[src/sv/ppi_slot_decoder_core_macros.svh]
// Assertion macros shared by the slot decoder RTL.
// Each macro expects signals named clk and rst_n in the calling scope.
`ifndef PPI_SLOT_DECODER_CORE_MACROS_SVH
`define PPI_SLOT_DECODER_CORE_MACROS_SVH

// Clocked property, disabled while reset is asserted.
`define PSD_ASSERT(label, prop, msg) \
  label: assert property (@(posedge clk) disable iff (!rst_n) prop) \
    else $error(msg);

// Same-cycle implication.
`define PSD_ASSERT_IMPLY(label, ante, cons, msg) \
  `PSD_ASSERT(label, (ante) |-> (cons), msg)

// Next-cycle implication.
`define PSD_ASSERT_NEXT(label, ante, cons, msg) \
  `PSD_ASSERT(label, (ante) |=> (cons), msg)

`endif

[src/sv/psd_pkg.sv]
// Types, codes and helper functions for the slot decoder.
// Used by psd_decode, psd_ppi_regs and ppi_slot_decoder_core.
`timescale 1ns / 1ps

package psd_pkg;

  typedef enum logic [2:0] {
    TGT_NONE  = 3'd0,
    TGT_ROM   = 3'd1,
    TGT_RAM   = 3'd2,
    TGT_CARTA = 3'd3,
    TGT_CARTB = 3'd4,
    TGT_VDP   = 3'd5,
    TGT_PSG   = 3'd6,
    TGT_PPI   = 3'd7
  } psd_target_t;

  typedef enum logic [1:0] {
    PPI_PORT_A    = 2'd0,
    PPI_PORT_B    = 2'd1,
    PPI_PORT_C    = 2'd2,
    PPI_PORT_CTRL = 2'd3
  } psd_ppi_port_t;

  localparam logic [15:0] ADDR_SUBSLOT = 16'hFFFF;
  localparam logic [7:0]  IO_VDP_LO    = 8'h98;
  localparam logic [7:0]  IO_VDP_HI    = 8'h99;
  localparam logic [7:0]  IO_PSG_LO    = 8'hA0;
  localparam logic [7:0]  IO_PSG_HI    = 8'hA2;
  localparam logic [7:0]  IO_PPI_LO    = 8'hA8;
  localparam logic [7:0]  IO_PPI_HI    = 8'hAB;

  localparam int unsigned IN_DATA_W  = 32;
  localparam int unsigned IN_USER_W  = 2;
  localparam int unsigned OUT_DATA_W = 40;
  localparam int unsigned OUT_USER_W = 3;

  typedef struct packed {
    logic        opcode;       // 1 = I/O access
    logic [15:0] address;
    logic        write_enable;
    logic [7:0]  write_data;
    logic [7:0]  row_bits;
  } psd_req_t;

  typedef struct packed {
    psd_target_t target;
    logic [15:0] target_address;
    logic        write_strobe;
    logic [7:0]  read_data;
    logic [7:0]  control;      // port C after this access
  } psd_rsp_t;

  typedef struct packed {
    logic [7:0] slot;
    logic [7:0] control;
  } psd_state_t;

  typedef struct packed {
    logic       slot_we;
    logic       ctrl_we;
    logic [7:0] slot_d;
    logic [7:0] ctrl_d;
  } psd_upd_t;

  function automatic psd_target_t slot_target(input logic [1:0] sel);
    psd_target_t t;
    case (sel)
      2'd1:    t = TGT_RAM;
      2'd2:    t = TGT_CARTA;
      2'd3:    t = TGT_CARTB;
      default: t = TGT_NONE;
    endcase
    return t;
  endfunction

endpackage

[src/sv/psd_ppi_regs.sv]
// Port A (slot select) and port C (control) registers of the peripheral.
// Depends on psd_pkg for the update and state structs.
`timescale 1ns / 1ps

module psd_ppi_regs
  import psd_pkg::*;
(
  input  logic       clk,
  input  logic       rst_n,
  input  logic       en,
  input  psd_upd_t   upd,
  output psd_state_t state
);

  logic [7:0] slot_r;
  logic [7:0] ctrl_r;

  always_ff @(posedge clk) begin
    if (!rst_n) begin
      slot_r <= '0;
      ctrl_r <= '0;
    end else if (en) begin
      if (upd.slot_we) begin
        slot_r <= upd.slot_d;
      end
      if (upd.ctrl_we) begin
        ctrl_r <= upd.ctrl_d;
      end
    end
  end

  assign state.slot    = slot_r;
  assign state.control = ctrl_r;

endmodule

[src/sv/psd_decode.sv]
// Combinational decode of one bus access: memory slot routing, I/O port
// decode and peripheral register access. Depends on psd_pkg.
`timescale 1ns / 1ps

module psd_decode
  import psd_pkg::*;
(
  input  psd_req_t   req,
  input  psd_state_t state,
  output psd_rsp_t   rsp,
  output psd_upd_t   upd
);

  logic [1:0]  sel;
  logic [7:0]  port;
  logic [7:0]  bit_mask;
  logic        wr;
  psd_target_t tgt;
  logic [15:0] taddr;
  logic [7:0]  rd;

  assign wr       = req.write_enable;
  assign port     = req.address[7:0];
  assign sel      = state.slot[{req.address[15:14], 1'b0} +: 2];
  assign bit_mask = 8'(1) << req.write_data[3:1];

  always_comb begin
    tgt         = TGT_NONE;
    taddr       = '0;
    rd          = '0;
    upd.slot_we = 1'b0;
    upd.ctrl_we = 1'b0;
    upd.slot_d  = req.write_data;
    upd.ctrl_d  = req.write_data;
    if (!req.opcode) begin
      if (req.address == ADDR_SUBSLOT) begin
        tgt = slot_target(state.slot[7:6]);
      end else if (sel == 2'd0) begin
        // slot 0: ROM in the low half, RAM reads above, writes dropped
        if (!wr) begin
          tgt = req.address[15] ? TGT_RAM : TGT_ROM;
        end
      end else begin
        tgt = slot_target(sel);
      end
      if (tgt != TGT_NONE) begin
        taddr = req.address;
      end
    end else begin
      case (port) inside
        [IO_VDP_LO:IO_VDP_HI]: begin
          tgt   = TGT_VDP;
          taddr = 16'(port - IO_VDP_LO);
        end
        [IO_PSG_LO:IO_PSG_HI]: begin
          tgt   = TGT_PSG;
          taddr = 16'(port - IO_PSG_LO);
        end
        [IO_PPI_LO:IO_PPI_HI]: begin
          tgt   = TGT_PPI;
          taddr = 16'(port[1:0]);
          case (psd_ppi_port_t'(port[1:0]))
            PPI_PORT_A: begin
              if (wr) begin
                upd.slot_we = 1'b1;
              end else begin
                rd = state.slot;
              end
            end
            PPI_PORT_B: begin
              if (!wr) begin
                rd = req.row_bits;
              end
            end
            PPI_PORT_C: begin
              if (wr) begin
                upd.ctrl_we = 1'b1;
              end else begin
                rd = state.control;
              end
            end
            PPI_PORT_CTRL: begin
              // bit set/reset; mode-set commands (bit 7) are ignored
              if (wr && !req.write_data[7]) begin
                upd.ctrl_we = 1'b1;
                upd.ctrl_d  = req.write_data[0] ? (state.control | bit_mask)
                                                : (state.control & ~bit_mask);
              end
            end
            default: begin
              rd = '0;
            end
          endcase
        end
        default: begin
          tgt = TGT_NONE;
        end
      endcase
    end
  end

  assign rsp.target         = tgt;
  assign rsp.target_address = taddr;
  assign rsp.write_strobe   = wr && (tgt != TGT_NONE);
  assign rsp.read_data      = rd;
  assign rsp.control        = upd.ctrl_we ? upd.ctrl_d : state.control;

endmodule

[src/sv/ppi_slot_decoder_core.sv]
// Bus access decoder with primary slot selection through peripheral ports.
// Input channel (in_*): one bus access per transfer, opcode and write flag
//   in in_tuser, address, write data and keyboard row byte in in_tdata.
// Output channel (out_*): one result per access, target code in out_tuser,
//   routed address, write strobe, read data and port C controls in out_tdata.
// Path: an accepted access is captured in the input register, decoded
//   against the port A/C registers and loaded into the result register
//   once that register is free or being taken; out_tvalid is registered.
// Throughput: one access per cycle while out_tready stays high; decode is a
//   single shallow pass between the input register and the result register.
// Reset: synchronous, active low; clears both stages and port A and port C.
// Stall: while out_tready is low the result holds, one more access may wait
//   in the input register, then in_tready drops until the result leaves.
// Port A/C update as an access moves into the result register, so accesses
//   see the state left by all earlier ones in order.
// Depends on psd_pkg, psd_decode, psd_ppi_regs and the assertion macros.
`timescale 1ns / 1ps
`include "ppi_slot_decoder_core_macros.svh"

module ppi_slot_decoder_core
  import psd_pkg::*;
(
  input  logic                  clk,
  input  logic                  rst_n,
  input  logic                  in_tvalid,
  output logic                  in_tready,
  // [15:0] address, [23:16] write_data, [31:24] keyboard_row_bits
  input  logic [IN_DATA_W-1:0]  in_tdata,
  // [0] opcode, [1] write_enable
  input  logic [IN_USER_W-1:0]  in_tuser,
  output logic                  out_tvalid,
  input  logic                  out_tready,
  // [15:0] target_address, [16] write_strobe, [24:17] read_data,
  // [28:25] row_select, [29] cassette_motor, [30] cassette_out,
  // [31] caps_lamp, [32] click_sound, [39:33] zero
  output logic [OUT_DATA_W-1:0] out_tdata,
  // [2:0] target
  output logic [OUT_USER_W-1:0] out_tuser
);

  psd_req_t   req_r;
  logic       s1_valid_r;
  psd_rsp_t   rsp_r;
  logic       out_valid_r;
  psd_rsp_t   rsp_nxt;
  psd_upd_t   upd;
  psd_state_t state;
  logic       in_xfer;
  logic       advance;

  assign advance   = s1_valid_r && (!out_valid_r || out_tready);
  assign in_tready = !s1_valid_r || advance;
  assign in_xfer   = in_tvalid && in_tready;

  always_ff @(posedge clk) begin
    if (!rst_n) begin
      s1_valid_r  <= 1'b0;
      out_valid_r <= 1'b0;
    end else begin
      s1_valid_r  <= in_xfer || (s1_valid_r && !advance);
      out_valid_r <= advance || (out_valid_r && !out_tready);
    end
  end

  always_ff @(posedge clk) begin
    if (in_xfer) begin
      req_r.opcode       <= in_tuser[0];
      req_r.write_enable <= in_tuser[1];
      req_r.address      <= in_tdata[15:0];
      req_r.write_data   <= in_tdata[23:16];
      req_r.row_bits     <= in_tdata[31:24];
    end
    if (advance) begin
      rsp_r <= rsp_nxt;
    end
  end

  psd_decode u_decode (
    .req   (req_r),
    .state (state),
    .rsp   (rsp_nxt),
    .upd   (upd)
  );

  psd_ppi_regs u_regs (
    .clk   (clk),
    .rst_n (rst_n),
    .en    (advance),
    .upd   (upd),
    .state (state)
  );

  assign out_tvalid = out_valid_r;
  assign out_tuser  = rsp_r.target;
  assign out_tdata  = {7'd0, rsp_r.control, rsp_r.read_data, rsp_r.write_strobe,
                       rsp_r.target_address};

  `PSD_ASSERT_IMPLY(a_rd_only_ppi, out_valid_r && (rsp_r.read_data != 8'd0),
    rsp_r.target == TGT_PPI, "read data set for a non-peripheral target")
  `PSD_ASSERT_IMPLY(a_strobe_has_target, out_valid_r && rsp_r.write_strobe,
    rsp_r.target != TGT_NONE, "write strobe without a target")
  `PSD_ASSERT_IMPLY(a_io_offset_small,
    out_valid_r && (rsp_r.target == TGT_VDP || rsp_r.target == TGT_PSG ||
    rsp_r.target == TGT_PPI), rsp_r.target_address[15:2] == 14'd0,
    "I/O port offset out of range")
  `PSD_ASSERT_NEXT(a_in_captured, in_tvalid && in_tready, s1_valid_r,
    "accepted transfer not held in input register")
  `PSD_ASSERT_NEXT(a_regs_hold_idle, !advance, $stable(state),
    "peripheral registers changed without an access")

endmodule
[config.mk]
export PLATFORM = sky130hd
export DESIGN_NAME = ppi_slot_decoder_core
export DESIGN_NICKNAME = d
export VERILOG_FILES = /design/src/sv/psd_pkg.sv /design/src/sv/psd_ppi_regs.sv /design/src/sv/psd_decode.sv /design/src/sv/ppi_slot_decoder_core.sv
export VERILOG_INCLUDE_DIRS = /design/src /design/src/sv
export SDC_FILE = /design/constraint.sdc
export NUM_CORES = 1
export LEC_CHECK = 0
export BUFFER_PORTS_ARGS = -buffer_cell sky130_fd_sc_hd__buf_2
export CORE_MARGIN = 1.5
export CORE_UTILIZATION = 55
export CTS_BUF_LIST = sky130_fd_sc_hd__clkbuf_16
export CTS_CLUSTER_SIZE = 25
export DETAILED_ROUTE_END_ITERATION = 7
export GPL_ROUTABILITY_DRIVEN = 0
export GPL_TIMING_DRIVEN = 0
export PLACE_DENSITY_LB_ADDON = 0.12
export SLEW_MARGIN = 25
export SYNTH_ARGS = -nofsm -noshare
export SYNTH_HDL_FRONTEND = slang
export SYNTH_SLANG_ARGS = --single-unit
[constraint.sdc]
create_clock -name clk -period 3.63 [get_ports clk]
set_input_delay 0.726 -clock clk [delete_from_list [all_inputs] [get_ports clk]]
set_output_delay 0.726 -clock clk [all_outputs]
set_load 0.01 [all_outputs]
==> run metrics, run 1 <==
status finished clean; unrepaired setup endpoints after global routing false; Syn Inst Count approximately 350; met2 Use GR 0.3049; sequential fraction of design power 0.514; r2r worst-path depth 9; FF/Latch Area ~0.0025 sq mm; Num CTS Buffers 9; port bufs 74; largest net degree at the start of global routing 37; Slew headroom 0.4631; Root Driver clkbuf_16; Final Util 0.6738; GRT Residual Overflow 0; Worst EP required roughly 3.7 ns; n_diodes 0; H-tree levels 3; clk sinks slightly below 90; WP buf/inv 2; area of the multi-input gates 0.001674 sq mm; Syn. warnings 0; DIE AREA approximately 0.0085 sq mm; FFs w/ async S/R, synth 0; sequential share of the synthesized area 0.5641; fin crit period about 2.9 ns; Fmax roughly 0.35 GHz; share of cells above drive strength 1 0.3013; cell-internal power approximately 1.7 mW; first-pass iteration count of the detailed router 6; Residual DRC 0; first-pass GRT wire length 13180 microns; hold path startpoint u_regs.ctrl_r[0]; Hold Violations, Final 0; setup TNS 0 ns; filler instances roughly 630; latest clock arrival within the worst-skew pair between 0.3 and 0.4 ns; Total Routing Usage GR 0.2046; vias in the first global route 2753; final net count just under 500; most frequent cells in the layout buf_2 (78), edfxtp_1 (70), mux2i_1 (33), nor2_1 (31), nand2_1 (25); Worst R2R End out_tdata[6]; critical path type register to register; CTS resizes 0; Site Rows 32; Vias/cell roughly 5.5; Arr. time, crit path between 2 and 3 ns; WL final 8326 microns; CTS tree built; Finished Cell Area between 0.005 and 0.006 sq mm; Post-DRT Antenna Nets 0; slowest cell delay on critical path about 0.56 ns; Hold Path End u_regs.ctrl_r[0]; Post-DP Area around 0.0049 sq mm; die width 92.09 microns; worst slew pin tran about 0.80 ns; deepest clock path buffer count 2; global routing usage on met3 0.03566; Most Used Layer, Global Route met2; initial antenna violation count 0; Worst VDD drop roughly 300 uV; Post-synth EDFFs 70; slowest CP cell mux4_2; Die Y roughly 92 microns; Final Setup Violations 0; synthesized cell area between 0.004 and 0.005 sq mm; HPWL Detailed 5874 microns; switching share of power 0.2312; power density cells 436.1 mW/mm^2; num ports slightly above 80; Cell Chain, Critical Path mux4_2 -> inv_1 -> ha_1 -> nor3_1 -> a21oi_1 -> a211oi_1 -> nor2_1 -> buf_2 -> a211o_1; wire per inst approximately 15 microns; # hold bufs at CTS 0; clock share of power 0.391; Iter 0 DRT Violations between 200 and 300; Sw Pwr between 0.5 and 0.6 mW; Reg2Reg Setup Slack 0.74 ns; Area growth syn-to-layout 18.66%; Yosys cell types between 50 and 60; Final period util 0.7956; Top delay family on crit path compound AO/OA/AOI/OAI gates; Max FO, Critical Path 10; R2R Path Start req_r[31]; clk_skew approximately 0.011 ns; Initial Util 0.5679; met1 Use GR 0.2932; combinational share of power 0.095; postcts setup bufs 0; Fin Hold WS around 0.49 ns; max-cap viol count 0; CP endpoint kind register; Clock transition at path regs ~0.06 ns; syn_area_per_cell between 10 and 15 sq um; Hold Path Stages 2; HP Class register to register; core area between 0.007 and 0.008 sq mm; CP Launch Type register; max-slew violations 0; dominant synthesized flop cell edfxtp_1; Via Count around 3000; commonest non-fill, non-tap cell in the layout buf_2; Yosys reg bits between 80 and 90; Lkg Pwr about 2.1 nW
## logic make-up after synthesis
family / share of synthesized area
AO/OA/AOI/OAI: 0.09746
adder cells (fa/ha/maj): 0.03153
buffers and inverters: 0.05790
flip-flops: 0.5641
multiplexers: 0.1144
other: 0.0008590
AND/OR/NAND/NOR: 0.1339
## power groups by stage
stage / Clock, mW / Sequential (mW) / Combinational, mW
floorplan: 0 / 1.19 / 0.131
global placement: 0 / 1.18 / 0.207
detailed placement: 0 / 1.18 / 0.211
CTS: 0.896 / 1.16 / 0.212
global route: 0.929 / 1.17 / 0.234
finish: 0.884 / 1.16 / 0.214
## layer usage
metal	wire length, microns	vias up	share of wire
li1	-	1463	-
met1	3959	1400	0.48
met2	3637	137	0.44
met3	593	13	0.071
met4	136	0	0.016
met5	0	-	0
## final cells by class
cell class / instances / area share
clock buffer: 10 / 0.04831
clock inverter: 6 / 0.008213
sequential: 88 / 0.4754
multi-input combinational: 230 / 0.3232
inverter: 10 / 0.007246
buffer: 30 / 0.04155
tap: 102 / 0.02464
timing repair buffer: 74 / 0.07150
## registers in the layout, indices dropped and copies added, names as in the netlist
| register | cells |
|---|---|
| out_tdata | 33 |
| out_tuser | 3 |
| out_tvalid | 1 |
| req_r | 34 |
| s1_valid_r | 1 |
| u_regs.ctrl_r | 8 |
| u_regs.slot_r | 8 |
## worst min-delay path, cell delays in order, from the launching register on
cell,delay [ns]
dfxtp_1,0.33
nand2_1,0.06
mux2i_1,0.06
## worst max path at each step
stage | cells past startpoint | from | slack (ns) | to
floorplan | 9 | req_r[31] | 1.12 | out_tdata[6]
global placement | 9 | req_r[31] | 0.76 | out_tdata[6]
detailed placement | 9 | req_r[31] | 0.74 | out_tdata[6]
CTS | 9 | req_r[31] | 0.74 | out_tdata[6]
global route | 9 | req_r[31] | 0.55 | out_tdata[6]
finish | 9 | req_r[31] | 0.74 | out_tdata[6]
## per-stage QoR
stage	instances	power, mW	setup WS (ns)
floorplan	358	1.320	1.117
global placement	534	1.391	0.7638
detailed placement	534	1.395	0.7423
CTS	550	2.270	0.7351
global route	550	2.329	0.5461
finish	550	2.259	0.7420
## cells in the mapped netlist (6+ instances only)
cell      number  share of area
a21o_1         8          0.014
a21oi_1       16          0.018
a41oi_1        6          0.012
buf_4          8          0.014
clkbuf_1       9         0.0077
dfxtp_1       18          0.083
edfxtp_1      70           0.48
ha_1          11          0.032
inv_1         10         0.0086
mux2_2        11          0.028
mux2i_1       33          0.076
nand2_1       25          0.021
nand3_1        6         0.0069
nor2_1        31          0.027
nor2b_1       13          0.019
Note: power is estimated with default switching activity, not from simulation.
==> run 2, diff against run 1 <==
--- a/config.mk
+++ b/config.mk
@@ -8,7 +8,7 @@
 export LEC_CHECK = 0
 export BUFFER_PORTS_ARGS = -buffer_cell sky130_fd_sc_hd__buf_2
 export CORE_MARGIN = 1.5
-export CORE_UTILIZATION = 55
+export CORE_UTILIZATION = 50
 export CTS_BUF_LIST = sky130_fd_sc_hd__clkbuf_16
 export CTS_CLUSTER_SIZE = 25
 export DETAILED_ROUTE_END_ITERATION = 7
==> constraint.sdc (replaced) <==
create_clock -name clk -period 2.55 [get_ports clk]
set_input_delay 0.51 -clock clk [delete_from_list [all_inputs] [get_ports clk]]
set_output_delay 0.51 -clock clk [all_outputs]
set_load 0.01 [all_outputs]
==> run 2 against run 1 <==
The run now ends with setup timing left. Clock skew decreased by 0.0019 ns. Sequential cell count stayed put. Core utilization down 3.9 points. Sequential power rose by 42%. First-iteration DRC count is 31% lower. Worst hold slack got worse by 0.14 ns. Non-clock buffer count increased by 2. Via count rose by 0.37%. Final area is 2.1% higher. Die area up 9.7%. Clock power grew 49%. Worst setup slack worse by 0.75 ns.
==> run metrics, run 2 (same netlist as run 1, synthesis figures left out) <==
Root Driver clkbuf_16 (unchanged); Total Routing Usage GR 0.1990 (was 0.2046); first-pass GRT wire length 13630 microns (was 13180 microns); Cell Chain, Critical Path mux4_2 -> ha_2 -> nor3_4 -> a21oi_2 -> a211oi_2 -> nor2_2 -> buf_6 -> a211o_1 (was mux4_2 -> inv_1 -> ha_1 -> nor3_1 -> a21oi_1 -> a211oi_1 -> nor2_1 -> buf_2 -> a211o_1); num ports 83 (unchanged); HP Class input pin to register (was register to register); slowest cell delay on critical path 0.57 ns (was 0.56 ns); Final Setup Violations 1 (was 0); R2R Path Start req_r[31] (unchanged); Fin Hold WS 0.3447 ns (was 0.4890 ns); Final Util 0.6344 (was 0.6738); status complete, but fails checks (was finished clean); Max FO, Critical Path 10 (unchanged); Via Count 3024 (was 3013); sequential fraction of design power 0.502 (was 0.514); share of cells above drive strength 1 0.3400 (was 0.3013); most frequent cells in the layout buf_2 (77), edfxtp_1 (70), mux2i_1 (33), nor2_1 (29), nand2_1 (25) (was buf_2 (78), edfxtp_1 (70), mux2i_1 (33), nor2_1 (31), nand2_1 (25)); max-cap viol count 0 (unchanged); worst slew pin tran 0.7491 ns (was 0.8039 ns); Worst VDD drop 467.3 uV (was 301.5 uV); Biggest register req_r (unchanged); port bufs 74 (unchanged); hold path startpoint in_tdata[7] (was u_regs.ctrl_r[0]); Finished Cell Area 0.005291 sq mm (was 0.005180 sq mm); Hold Path End req_r[24] (was u_regs.ctrl_r[0]); Vias/cell 5.449 (was 5.478); detailed-routing wirelength on met1 4016 microns (was 3959 microns); final net count 494 (was 492); switching share of power 0.2318 (was 0.2312); Site Rows 33 (was 32); Slew headroom 0.4999 (was 0.4631); Iter 0 DRT Violations 191 (was 275); Clock transition at path regs 0.07 ns (was 0.06 ns); Num CTS Buffers 9 (unchanged); r2r worst-path depth 8 (was 9); die width 96.44 microns (was 92.09 microns); max reg flops 34 (unchanged); Die Y 96.44 microns (was 92.09 microns); failing checks setup timing; wire per inst 15.60 microns (was 15.14 microns); largest net degree at the start of global routing 37 (unchanged); max-slew violations 0 (unchanged); Hold Violations, Final 0 (unchanged); vias in the first global route 2739 (was 2753); slowest CP cell mux4_2 (unchanged); Arr. time, crit path 2.65 ns (was 2.98 ns); top layer in use met4 (unchanged); deepest clock path buffer count 2 (unchanged); clock share of power 0.401 (was 0.391); combinational share of power 0.098 (was 0.095); Reg2Reg Setup Slack -0.005 ns (was 0.74 ns); GRT Residual Overflow 0 (unchanged); cell-internal power 2.530 mW (was 1.737 mW); WL final 8660 microns (was 8326 microns); initial antenna violation count 0 (unchanged); Worst R2R End out_tdata[6] (unchanged); DIE AREA 0.009301 sq mm (was 0.008481 sq mm); unrepaired setup endpoints after global routing true (was false); Post-DP Area 0.004891 sq mm (was 0.004887 sq mm); fin crit period 2.555 ns (was 2.888 ns); CP Launch Type register (unchanged); first-pass iteration count of the detailed router 5 (was 6); Initial Util 0.5234 (was 0.5679); Final period util 1.002 (was 0.7956); Sw Pwr 0.7634 mW (was 0.5223 mW); CTS tree built (unchanged); Lkg Pwr 2.160 nW (was 2.142 nW); critical path type register to register (unchanged); HPWL Detailed 6032 microns (was 5874 microns); metal3 WL 665 microns (was 593 microns); WL met2 3881 microns (was 3637 microns); core area 0.008341 sq mm (was 0.007687 sq mm); clk sinks 88 (unchanged); clk_skew 0.008973 ns (was 0.01088 ns); commonest non-fill, non-tap cell in the layout buf_2 (unchanged); H-tree levels 3 (unchanged); Hold Path Stages 1 (was 2); Worst EP required 2.64 ns (was 3.72 ns); power density cells 622.4 mW/mm^2 (was 436.1 mW/mm^2); n_diodes 0 (unchanged); Post-DRT Antenna Nets 0 (unchanged); Area growth syn-to-layout 21.21% (was 18.66%); Final WS setup -0.005479 ns (was 0.7420 ns); CP endpoint kind register (unchanged); Fmax 0.3913 GHz (was 0.3463 GHz); Residual DRC 0 (unchanged); latest clock arrival within the worst-skew pair 0.33 ns (was 0.34 ns)
## run 2: how the worst max path moves through the flow
stage | start | end | slack (ns) | cells past startpoint
2_1_floorplan | req_r[31] | out_tdata[6] | 0.04 | 9
3_3_place_gp | req_r[31] | out_tdata[6] | -0.33 | 9
3_5_place_dp | req_r[31] | out_tdata[6] | -0.39 | 9
4_1_cts | req_r[31] | out_tdata[6] | -0.04 | 9
5_1_grt | req_r[31] | out_tdata[6] | -0.14 | 9
6_report | req_r[31] | out_tdata[6] | -0.005 | 8
## run 2: through the flow
stage	cells	total power [mW]	setup slack [ns]	TNS, ns
final	555	3.293	-0.005479	-0.005479
after CTS	556	3.299	-0.03751	-0.03751
after detailed placement	537	1.987	-0.3914	-3.540
after floorplan	358	1.880	0.03657	0
after global placement	537	1.982	-0.3291	-2.419
after global routing	555	3.408	-0.1395	-0.4161
## run 2: final cells by class
type	count	area [sq um]
clock inverter	7	77.57
sequential	88	2462
buffer	29	217.7
tap	105	131.4
timing repair buffer	77	392.9
inverter	10	37.54
multi-input combinational	230	1747
fill	646	3049
clock buffer	9	225.2
## run 2: what timing repair did
action	CTS	global route
buffers inserted	3	0
pin swaps	2	4
setup endpoints to repair	18	34
gates resized for setup	5	20
hold buffers	0	0
## run 2: critical path: cells and delay by family (launching register included)
family          cells  cell delay [ns]
buf+inv             1             0.16
flops               1             0.41
mux                 1             0.57
simple gates        2             0.27
fa+ha+maj           1             0.23
compound gates      3             0.67
## run 2: metal layers
metal | vias to the layer above | GRT usage
met5 | - | 0
met4 | 0 | 0.07729
met3 | 8 | 0.03521
met2 | 131 | 0.3042
met1 | 1411 | 0.2828
li1 | 1474 | -
## run 2: power by group through the flow
stage / Sequential (mW) / Combinational, mW / Clock (mW)
2_1_floorplan: 1.69 / 0.186 / 0
3_3_place_gp: 1.69 / 0.297 / 0
3_5_place_dp: 1.68 / 0.302 / 0
4_1_cts: 1.65 / 0.314 / 1.33
5_1_grt: 1.66 / 0.356 / 1.40
6_report: 1.65 / 0.322 / 1.32
